[src/hdl/assert_macros.svh]
// Assertion helpers for the block's RTL.
`ifndef ASSERT_MACROS_SVH
`define ASSERT_MACROS_SVH

`ifndef ASSERT_OFF
// Check prop on every rising clock edge outside reset.
`define ASSERT_CLK(lbl, clk, rst_n, prop) \
  lbl: assert property (@(posedge clk) disable iff (!rst_n) (prop)) \
    else $error("assertion failed");
// Flag a condition that must never be seen outside reset.
`define ASSERT_NEVER(lbl, clk, rst_n, cond) \
  lbl: assert property (@(posedge clk) disable iff (!rst_n) !(cond)) \
    else $error("forbidden condition seen");
`else
`define ASSERT_CLK(lbl, clk, rst_n, prop)
`define ASSERT_NEVER(lbl, clk, rst_n, cond)
`endif

`endif

[src/hdl/spq_pkg.sv]
package spq_pkg;

  localparam int DEPTH = 16;
  localparam int VAL_W = 32;
  localparam int CNT_W = $clog2(DEPTH + 1);
  localparam int CAP_W = 5;
  localparam int CFG_IDX_W = 1;
  localparam int CFG_DATA_W = 5;

  localparam logic [CFG_IDX_W-1:0] CFG_DESC = 1'b0;
  localparam logic [CFG_IDX_W-1:0] CFG_CAP  = 1'b1;

  localparam logic [CAP_W-1:0] CAP_RESET = 5'd16;

  typedef enum logic [1:0] {
    REQ_INSERT = 2'd0,
    REQ_PEEK   = 2'd1,
    REQ_POLL   = 2'd2,
    REQ_NOP    = 2'd3
  } req_t;

  typedef enum logic [1:0] {
    ST_OK    = 2'd0,
    ST_FULL  = 2'd1,
    ST_EMPTY = 2'd2
  } status_t;

  // Per-cell update select, driven by the queue control.
  typedef struct packed {
    logic load;       // take the inserted value
    logic take_prev;  // shift toward the tail: take the neighbor at i-1
    logic take_next;  // shift toward the head: take the neighbor at i+1
  } cell_ctrl_t;

endpackage

[src/hdl/spq_cell.sv]
module spq_cell
  import spq_pkg::*;
(
  input  logic                    clk,
  input  cell_ctrl_t              ctrl,
  input  logic signed [VAL_W-1:0] prev_val,
  input  logic signed [VAL_W-1:0] next_val,
  input  logic signed [VAL_W-1:0] ins_val,
  input  logic                    desc,
  output logic signed [VAL_W-1:0] value_o,
  output logic                    ahead_o
);

  logic signed [VAL_W-1:0] value_r;
  logic signed [VAL_W-1:0] value_nxt;

  // New value belongs ahead of this entry under the current order.
  assign ahead_o = desc ? (value_r < ins_val) : (value_r > ins_val);
  assign value_o = value_r;

  always_comb begin
    value_nxt = value_r;
    if (ctrl.load) begin
      value_nxt = ins_val;
    end else if (ctrl.take_prev) begin
      value_nxt = prev_val;
    end else if (ctrl.take_next) begin
      value_nxt = next_val;
    end
  end

  always_ff @(posedge clk) begin
    value_r <= value_nxt;
  end

endmodule

[src/hdl/sorted_priority_queue.sv]
// Sorted priority queue of signed 32-bit values held in a row of cells.
// Input channel: in_valid / in_stall with in_req_type (insert, peek, poll)
// and in_value; a beat is taken when in_valid is high and in_stall is low.
// Result channel: out_valid / out_stall with out_head_value, out_status
// and out_occupancy, one result beat for every request beat.
// Configuration: cfg_we with cfg_index (0 order, 1 capacity) and
// cfg_wdata; write only while no request is in flight.
// The result is registered and shows in the cycle after the request is
// taken. One request per cycle while the result is not stalled; every cell
// compares against the new value and shifts by one slot in the same cycle,
// so the whole row updates together.
// A stalled result holds its register and in_stall rises until the result
// beat is taken; no request is taken meanwhile.
// Reset (rst_n low at a clock edge) empties the queue, selects ascending
// order and sets capacity to 16; stored values are not cleared.
`include "assert_macros.svh"

module sorted_priority_queue
  import spq_pkg::*;
(
  input  logic                    clk,
  input  logic                    rst_n,
  input  logic                    in_valid,
  output logic                    in_stall,
  input  logic [1:0]              in_req_type,
  input  logic signed [VAL_W-1:0] in_value,
  output logic                    out_valid,
  input  logic                    out_stall,
  output logic signed [VAL_W-1:0] out_head_value,
  output logic [1:0]              out_status,
  output logic [CNT_W-1:0]        out_occupancy,
  input  logic                    cfg_we,
  input  logic [CFG_IDX_W-1:0]    cfg_index,
  input  logic [CFG_DATA_W-1:0]   cfg_wdata
);

  logic                    desc_r;
  logic [CAP_W-1:0]        cap_r;
  logic [CNT_W-1:0]        count_r;
  logic [CNT_W-1:0]        count_nxt;
  logic                    out_valid_r;
  logic                    out_valid_nxt;
  logic signed [VAL_W-1:0] head_r;
  logic signed [VAL_W-1:0] head_nxt;
  status_t                 status_r;
  status_t                 status_nxt;

  logic                    accept;
  req_t                    req;
  logic [CNT_W-1:0]        limit;
  logic                    full;
  logic                    empty;
  logic                    do_insert;
  logic                    do_poll;

  logic signed [VAL_W-1:0] cell_val  [DEPTH];
  logic signed [VAL_W-1:0] prev_arr  [DEPTH];
  logic signed [VAL_W-1:0] next_arr  [DEPTH];
  cell_ctrl_t              cell_ctrl [DEPTH];
  logic [DEPTH-1:0]        ahead;
  logic [DEPTH-1:0]        occupied;
  logic [DEPTH-1:0]        stop;
  logic [DEPTH-1:0]        none_ge;

  assign in_stall = out_valid_r & out_stall;
  assign accept   = in_valid & ~in_stall;
  assign req      = req_t'(in_req_type);

  assign limit = (CNT_W'(cap_r) < CNT_W'(DEPTH)) ? CNT_W'(cap_r) : CNT_W'(DEPTH);
  assign full  = count_r >= limit;
  assign empty = count_r == '0;

  assign do_insert = accept && (req == REQ_INSERT) && !full;
  assign do_poll   = accept && (req == REQ_POLL) && !empty;

  // An entry stops the insert scan when it is stored and the value does
  // not go ahead of it; the value lands just behind the highest stop.
  always_comb begin
    for (int k = 0; k < DEPTH; k++) begin
      occupied[k] = CNT_W'(k) < count_r;
      stop[k]     = occupied[k] & ~ahead[k];
    end
    for (int k = 0; k < DEPTH; k++) begin
      none_ge[k] = ~|(stop & ({DEPTH{1'b1}} << k));
    end
  end

  always_comb begin
    for (int k = 0; k < DEPTH; k++) begin
      prev_arr[k]  = (k == 0) ? in_value : cell_val[(k == 0) ? 0 : k - 1];
      next_arr[k]  = (k == DEPTH - 1) ? cell_val[k] : cell_val[(k == DEPTH - 1) ? k : k + 1];
      cell_ctrl[k] = '0;
      if (do_insert && (CNT_W'(k) <= count_r)) begin
        if (k == 0) begin
          cell_ctrl[k].load = none_ge[0];
        end else if (none_ge[(k == 0) ? 0 : k - 1]) begin
          cell_ctrl[k].take_prev = 1'b1;
        end else begin
          cell_ctrl[k].load = stop[(k == 0) ? 0 : k - 1] & none_ge[k];
        end
      end else if (do_poll) begin
        cell_ctrl[k].take_next = 1'b1;
      end
    end
  end

  for (genvar i = 0; i < DEPTH; i++) begin : g_cell
    spq_cell u_cell (
      .clk      (clk),
      .ctrl     (cell_ctrl[i]),
      .prev_val (prev_arr[i]),
      .next_val (next_arr[i]),
      .ins_val  (in_value),
      .desc     (desc_r),
      .value_o  (cell_val[i]),
      .ahead_o  (ahead[i])
    );
  end

  always_comb begin
    count_nxt     = count_r;
    out_valid_nxt = out_valid_r & out_stall;
    head_nxt      = head_r;
    status_nxt    = status_r;
    if (accept) begin
      out_valid_nxt = 1'b1;
      head_nxt      = '0;
      status_nxt    = ST_OK;
      case (req)
        REQ_INSERT: begin
          if (full) begin
            status_nxt = ST_FULL;
          end else begin
            count_nxt = count_r + 1'b1;
          end
        end
        REQ_PEEK, REQ_POLL: begin
          if (empty) begin
            status_nxt = ST_EMPTY;
          end else begin
            head_nxt = cell_val[0];
            if (req == REQ_POLL) begin
              count_nxt = count_r - 1'b1;
            end
          end
        end
        default: begin
          status_nxt = ST_OK;
        end
      endcase
    end
  end

  always_ff @(posedge clk) begin
    if (!rst_n) begin
      count_r     <= '0;
      out_valid_r <= 1'b0;
      desc_r      <= 1'b0;
      cap_r       <= CAP_RESET;
    end else begin
      count_r     <= count_nxt;
      out_valid_r <= out_valid_nxt;
      if (cfg_we) begin
        case (cfg_index)
          CFG_DESC: desc_r <= cfg_wdata[0];
          CFG_CAP:  cap_r  <= cfg_wdata[CAP_W-1:0];
          default:  cap_r  <= cap_r;
        endcase
      end
    end
  end

  // Result payload holds while the beat is stalled.
  always_ff @(posedge clk) begin
    head_r   <= head_nxt;
    status_r <= status_nxt;
  end

  assign out_valid      = out_valid_r;
  assign out_head_value = head_r;
  assign out_status     = status_r;
  assign out_occupancy  = count_r;

  `ASSERT_NEVER(a_count_bound, clk, rst_n, count_r > CNT_W'(DEPTH))
  `ASSERT_CLK(a_stall_needs_result, clk, rst_n, in_stall |-> out_valid_r)
  `ASSERT_CLK(a_empty_result, clk, rst_n,
    (out_valid_r && status_r == ST_EMPTY) |-> (count_r == '0 && head_r == '0))
  `ASSERT_CLK(a_poll_count, clk, rst_n,
    do_poll |=> (count_r == $past(count_r) - 1'b1))

endmodule
[config.mk]
export PLATFORM = sky130hd
export DESIGN_NAME = sorted_priority_queue
export DESIGN_NICKNAME = d
export VERILOG_FILES = /design/src/hdl/spq_pkg.sv /design/src/hdl/spq_cell.sv /design/src/hdl/sorted_priority_queue.sv
export VERILOG_INCLUDE_DIRS = /design/src /design/src/hdl
export SDC_FILE = /design/constraint.sdc
export NUM_CORES = 2
export LEC_CHECK = 0
export BUFFER_PORTS_ARGS = -buffer_cell sky130_fd_sc_hd__buf_2
export CAP_MARGIN = 20
export CORE_ASPECT_RATIO = 1.1
export CORE_MARGIN = 1.5
export CORE_UTILIZATION = 31
export DETAILED_ROUTE_END_ITERATION = 10
export PLACE_DENSITY = 0.55
export SLEW_MARGIN = 20
export SYNTH_ARGS = -nofsm -noshare
export SYNTH_HDL_FRONTEND = slang
export SYNTH_HIERARCHICAL = 1
export SYNTH_SLANG_ARGS = --single-unit
export TNS_END_PERCENT = 10
[constraint.sdc]
create_clock -name clk -period 4.9 [get_ports clk]
set_input_delay 0.49 -clock clk [delete_from_list [all_inputs] [get_ports clk]]
set_output_delay 0.49 -clock clk [all_outputs]
set_load 0.03 [all_outputs]
# Word level (Yosys, flattened, before mapping)
# Index checks and enable logic that the tools add are counted.
[classes]
n_lt_le_gt_ge = 66
n_eq_ne = 5
mux = 134
bitwise = 52
n_reduce_logical = 77
addsub = 2
[ops]
columns = ["operator", "count"]
rows = [
  ["$mux W32", 47],
  ["$gt A32 B32 Y1", 16],
  ["$lt A32 B32 Y1", 16],
  ["$mux W1", 64],
  ["$reduce_bool A3 Y1", 15],
  ["$le A4 B5 Y1 const A", 8],
  ["$lt A4 B5 Y1 const A", 8],
  ["$mux W2", 17],
  ["$and A1 B1 Y1", 33],
  ["$le A3 B5 Y1 const A", 4],
  ["$logic_and A1 B1 Y1", 20],
  ["$lt A3 B5 Y1 const A", 4],
  ["$mux W5", 4],
  ["$not A1 Y1", 19],
  ["$logic_not A1 Y1", 18],
  ["$reduce_or A16 Y1", 1],
  ["$reduce_or A15 Y1", 1],
  ["$reduce_or A14 Y1", 1],
  ["$reduce_or A13 Y1", 1],
  ["$reduce_or A12 Y1", 1],
  ["$reduce_or A11 Y1", 1],
  ["$le A1 B5 Y1 const A", 2],
  ["$le A2 B5 Y1 const A", 2],
  ["$lt A1 B5 Y1 const A", 2],
  ["24 further kinds", 31],
]
[totals]
reg_bits = 558
output_inout_bits = 41
wordCells = 358

# Logic depth before layout (Yosys ltp)
[logic_depth]
word_depth = 11
depth_mapped = 17
ltp_nobuf = 15

# Cells and area by module
# Netlist, hierarchy kept.
[by_module_without_submodules]
columns = ["module", "area_each_um2", "cells_per_inst", "seq_area_each_um2", "instances"]
rows = [
  ["spq_cell", 2493.6, 260, 960.9, 16],
  ["sorted_priority_queue", 2981.6, 341, 1261.2, 1],
]

# Least setup slack after synthesis
# OpenSTA, ideal clock, no wires.
[synth_path]
kind = "register to register"
startpoint = "register desc_r"
endpoint = "register g_cell[10].u_cell.value_r[0], enable pin"
path_buffers = 1
period_less_slack_ns = 4.689
arrival_time_ns = 4.299
setup_ns = 0.390
required_ns = 4.510
path_stages_with_launch = 11
slack_ns = 0.211
path_cell_list = "dfxtp_1 > inv_1 > o41ai_1 > o32a_1 > nand2b_1 > nand3_1 > a21oi_1 > nand2_1 > nor4b_1 > clkbuf_1 > or3_1"
[synth_lines]
columns = ["element", "line_no", "source"]
rows = [
  ["from (decl)", "sorted_priority_queue.sv:37", "logic desc_r;"],
  ["from (signal assigned)", "sorted_priority_queue.sv:165", "CFG_DESC: desc_r <= cfg_wdata[0];"],
  ["to (signal assigned)", "spq_cell.sv:33", "value_r <= value_nxt;"],
  ["to (decl)", "spq_cell.sv:14", "logic signed [VAL_W-1:0] value_r;"],
]

==> flow_summary.json <==
{
  "syn-num-nets": 5071,
  "insertedDiodeCount": 0,
  "coreArea_sq_um": 137000,
  "p_per_area_nw_per_um2": 248,
  "wire_per_inst_microns": 18.4,
  "maxCapViolCount": 0,
  "via_count": 33341,
  "clkLatencyLatePin_ps": 650,
  "gp_congestion": 0.875,
  "setup_viol": 0,
  "cts_hold_buf": 0,
  "synthesis.area_sq_um": 42900,
  "syn-instance-count": 4501,
  "fin_area_sq_um": 49300,
  "viasPerCell": 5.12,
  "grt_pass1_vias": 32161,
  "crit_path_start_kind": "flip-flop",
  "yosys_warnings": 6,
  "placed_area_sq_um": 47200,
  "post-cts-setup-buffers": 0,
  "path_clk_slew_ps": 60,
  "first_pass_iters": 5,
  "syn_to_final_growth_pct": 15.1,
  "clock_path_buffers": 3,
  "synth_edf_count": 546,
  "rr_endpoint": "g_cell[5].u_cell/value_o[13]",
  "worstPathArrival_ps": 4950,
  "die_area_sq_um": 141000,
  "hp-class": "primary input to flip-flop",
  "root_buffer": "clkbuf_16",
  "die_y_microns": 393,
  "cts.sinks": 558,
  "reg2reg_from": "g_cell[14].u_cell/value_o[15]",
  "synth.top_cell.area_share_pct": 38.2,
  "die_w_microns": 358,
  "cts_buffers": 70,
  "synth.most_common_cell": "nand2_1",
  "tritoncts": "done",
  "slew_violations": 0,
  "grt_overflow": 0,
  "io_pins": 86,
  "final_cells": 6515,
  "postCtsResizedCells": 0,
  "hold_violations": 0,
  "fillers": 13642,
  "drc": 0,
  "status": "finished clean",
  "portBuffers": 85,
  "hold-path-cell-count": 3,
  "holdPathEnd": "cap_r[4]",
  "regArea_sq_um": 16600,
  "routed_wl_mm": 120,
  "drive_above_1_share_pct": 11.7,
  "rr_worst_depth": 16,
  "slew_headroom_pct": 36.9,
  "setup_tns_ps": 0,
  "yosysSeqAreaShare_pct": 38.8,
  "dp.cells": 6389,
  "synth_common_cells": "nand2_1 (656), o21ai_0 (567), edfxtp_1 (546), inv_1 (544), ha_1 (525)",
  "htreeDepth": 3,
  "synth_top_area_cell": "edfxtp_1",
  "synth_ff_type": "edfxtp_1",
  "r2r_slack_ps": 320,
  "crit_path_end_kind": "flip-flop",
  "grt_pass1_wl_mm": 186,
  "worstMarginPinSlew_ps": 939,
  "cp.required_ps": 5260,
  "grt_max_degree": 65,
  "nets": 5231,
  "synthDistinctLibCells": 62,
  "yosys-top-cells-area": "edfxtp_1 (38%), ha_1 (15%), mux2i_1 (12%), o21ai_0 (6.6%), nand2_1 (5.7%)",
  "critical_path_class": "flip-flop to flip-flop",
  "drt_iter0_markers": 2409,
  "final_antenna_net_count": 0,
  "multi_input_area_sq_um": 23600,
  "layout_min_cycle_time_ps": 4580,
  "synth-seq-cells": 558,
  "grt_antenna_before_repair": 0,
  "syn_avg_cell_area_sq_um": 9.53,
  "fin_worst_skew_ps": 40.5,
  "min_from": "cfg_wdata[4]",
  "async_reset_ff_share_pct": 0,
  "fmax_ghz": 0.218,
  "grt_usage_pct": 16.8,
  "post-route-period-util_pct": 93.6,
  "vdd_drop_max_mv": 0.209,
  "rsz0062_at_grt": "no",
  "cp_max_fo": 64,
  "hpwl_mm": 94.0,
  "start_util_pct": 31.3,
  "p_leak_nw": 19.0,
  "rows": 142
}
## metrics by stage
| stage | hold WS (ps) | total power (W) | util [%] | worst slack, ps |
|---|---|---|---|---|
| 2_1_floorplan | 432 | 0.00655 | - | 211 |
| 3_3_place_gp | 448 | 0.00719 | 34.5 | 5.45 |
| 3_5_place_dp | 453 | 0.00725 | 34.5 | -102 |
| 4_1_cts | 56.2 | 0.0123 | 36.1 | 346 |
| 5_1_grt | 71.4 | 0.0127 | 36.1 | 19.4 |
| 6_report | 83.8 | 0.0122 | 36.1 | 316 |
## kinds of logic after synthesis
group | count (synthesis) | share of synthesized area (%)
compound gates | 1066 | 14.4
xor+xnor | 1 | 0.0204
fa+ha+maj | 525 | 15.3
buf+inv | 741 | 6.63
flops | 558 | 38.8
mux | 517 | 12.1
other cells | 1 | 0.00875
simple gates | 1092 | 12.8
## how the worst max path moves through the flow
stage | from | endpoint | slack (ps) | cells past startpoint
final | g_cell[14].u_cell/value_o[15] | g_cell[5].u_cell/value_o[13] | 320 | 16
after global placement | in_value[17] | g_cell[0].u_cell/value_o[9] | 5 | 17
after floorplan | desc_r | g_cell[10].u_cell/value_o[0] | 210 | 10
after CTS | g_cell[10].u_cell/value_o[21] | g_cell[0].u_cell/value_o[19] | 350 | 15
after global routing | g_cell[15].u_cell/value_o[26] | g_cell[5].u_cell/value_o[13] | 20 | 16
after detailed placement | in_value[23] | g_cell[5].u_cell/value_o[13] | -100 | 18
## flip-flops by register name, summed over array words and instances, names as in the netlist
register / flops
out_status: 2
out_valid: 1
desc_r: 1
out_occupancy: 5
cap_r: 5
out_head_value: 32
g_cell.u_cell/value_o: 512
## worst max-delay path: stages (launching register included)
cell and delay [ps]:
edfxtp_1 440, ha_1 360, nand4_2 160, or4_4 600, a21oi_2 140, o31a_4 170
o31a_2 120, o32a_1 230, a21bo_2 150, o21ai_0 110, a21oi_1 170, buf_4 220
nand4_1 220, buf_4 240, nor3_2 190, buf_4 510, o21ai_0 200
## routing by layer
metal	global-route usage [%]	wire [microns]	vias to the layer above
li1	-	-	16607
met1	24.1	58400	15812
met2	26.6	53000	781
met3	2.16	5840	141
met4	4.34	2780	0
met5	0	0	-
## report_power, final
| group | total (W) | switching (W) | leakage [nW] | internal (W) |
|---|---|---|---|---|
| clock network | 0.00508 | 0.00224 | 1.05 | 0.00284 |
| logic | 0.00165 | 0.00102 | 12.8 | 0.000630 |
| registers | 0.00551 | 0.000135 | 5.09 | 0.00538 |
## placed cells by master (no fill, tap or decap), types with 17 or more instances in the layout
master / count
nand2_1: 656
o21ai_0: 567
edfxtp_1: 546
inv_1: 544
ha_1: 525
mux2i_1: 517
a21oi_1: 264
buf_4: 144
nand4_1: 99
buf_2: 85
clkbuf_16: 72
nor2_1: 66
buf_12: 56
nand3_1: 49
a21o_1: 33
and3_1: 33
o21ai_1: 32
nor3_2: 26
nor3_1: 22
clkbuf_1: 21
nor2b_1: 20
or3_1: 19
o211ai_1: 18
a211oi_1: 17
nand4_2: 17
nor4_4: 17
## cell type report
class / count / area share [%]
clock buffers: 94 / 3.84
clock inverters: 32 / 0.545
inverters: 544 / 4.14
multi-input cells: 3202 / 47.9
flip-flops and latches: 558 / 33.7
well taps: 1800 / 4.56
repair buffers: 285 / 5.32
No activity file was read; power rests on OpenSTA's default activity.
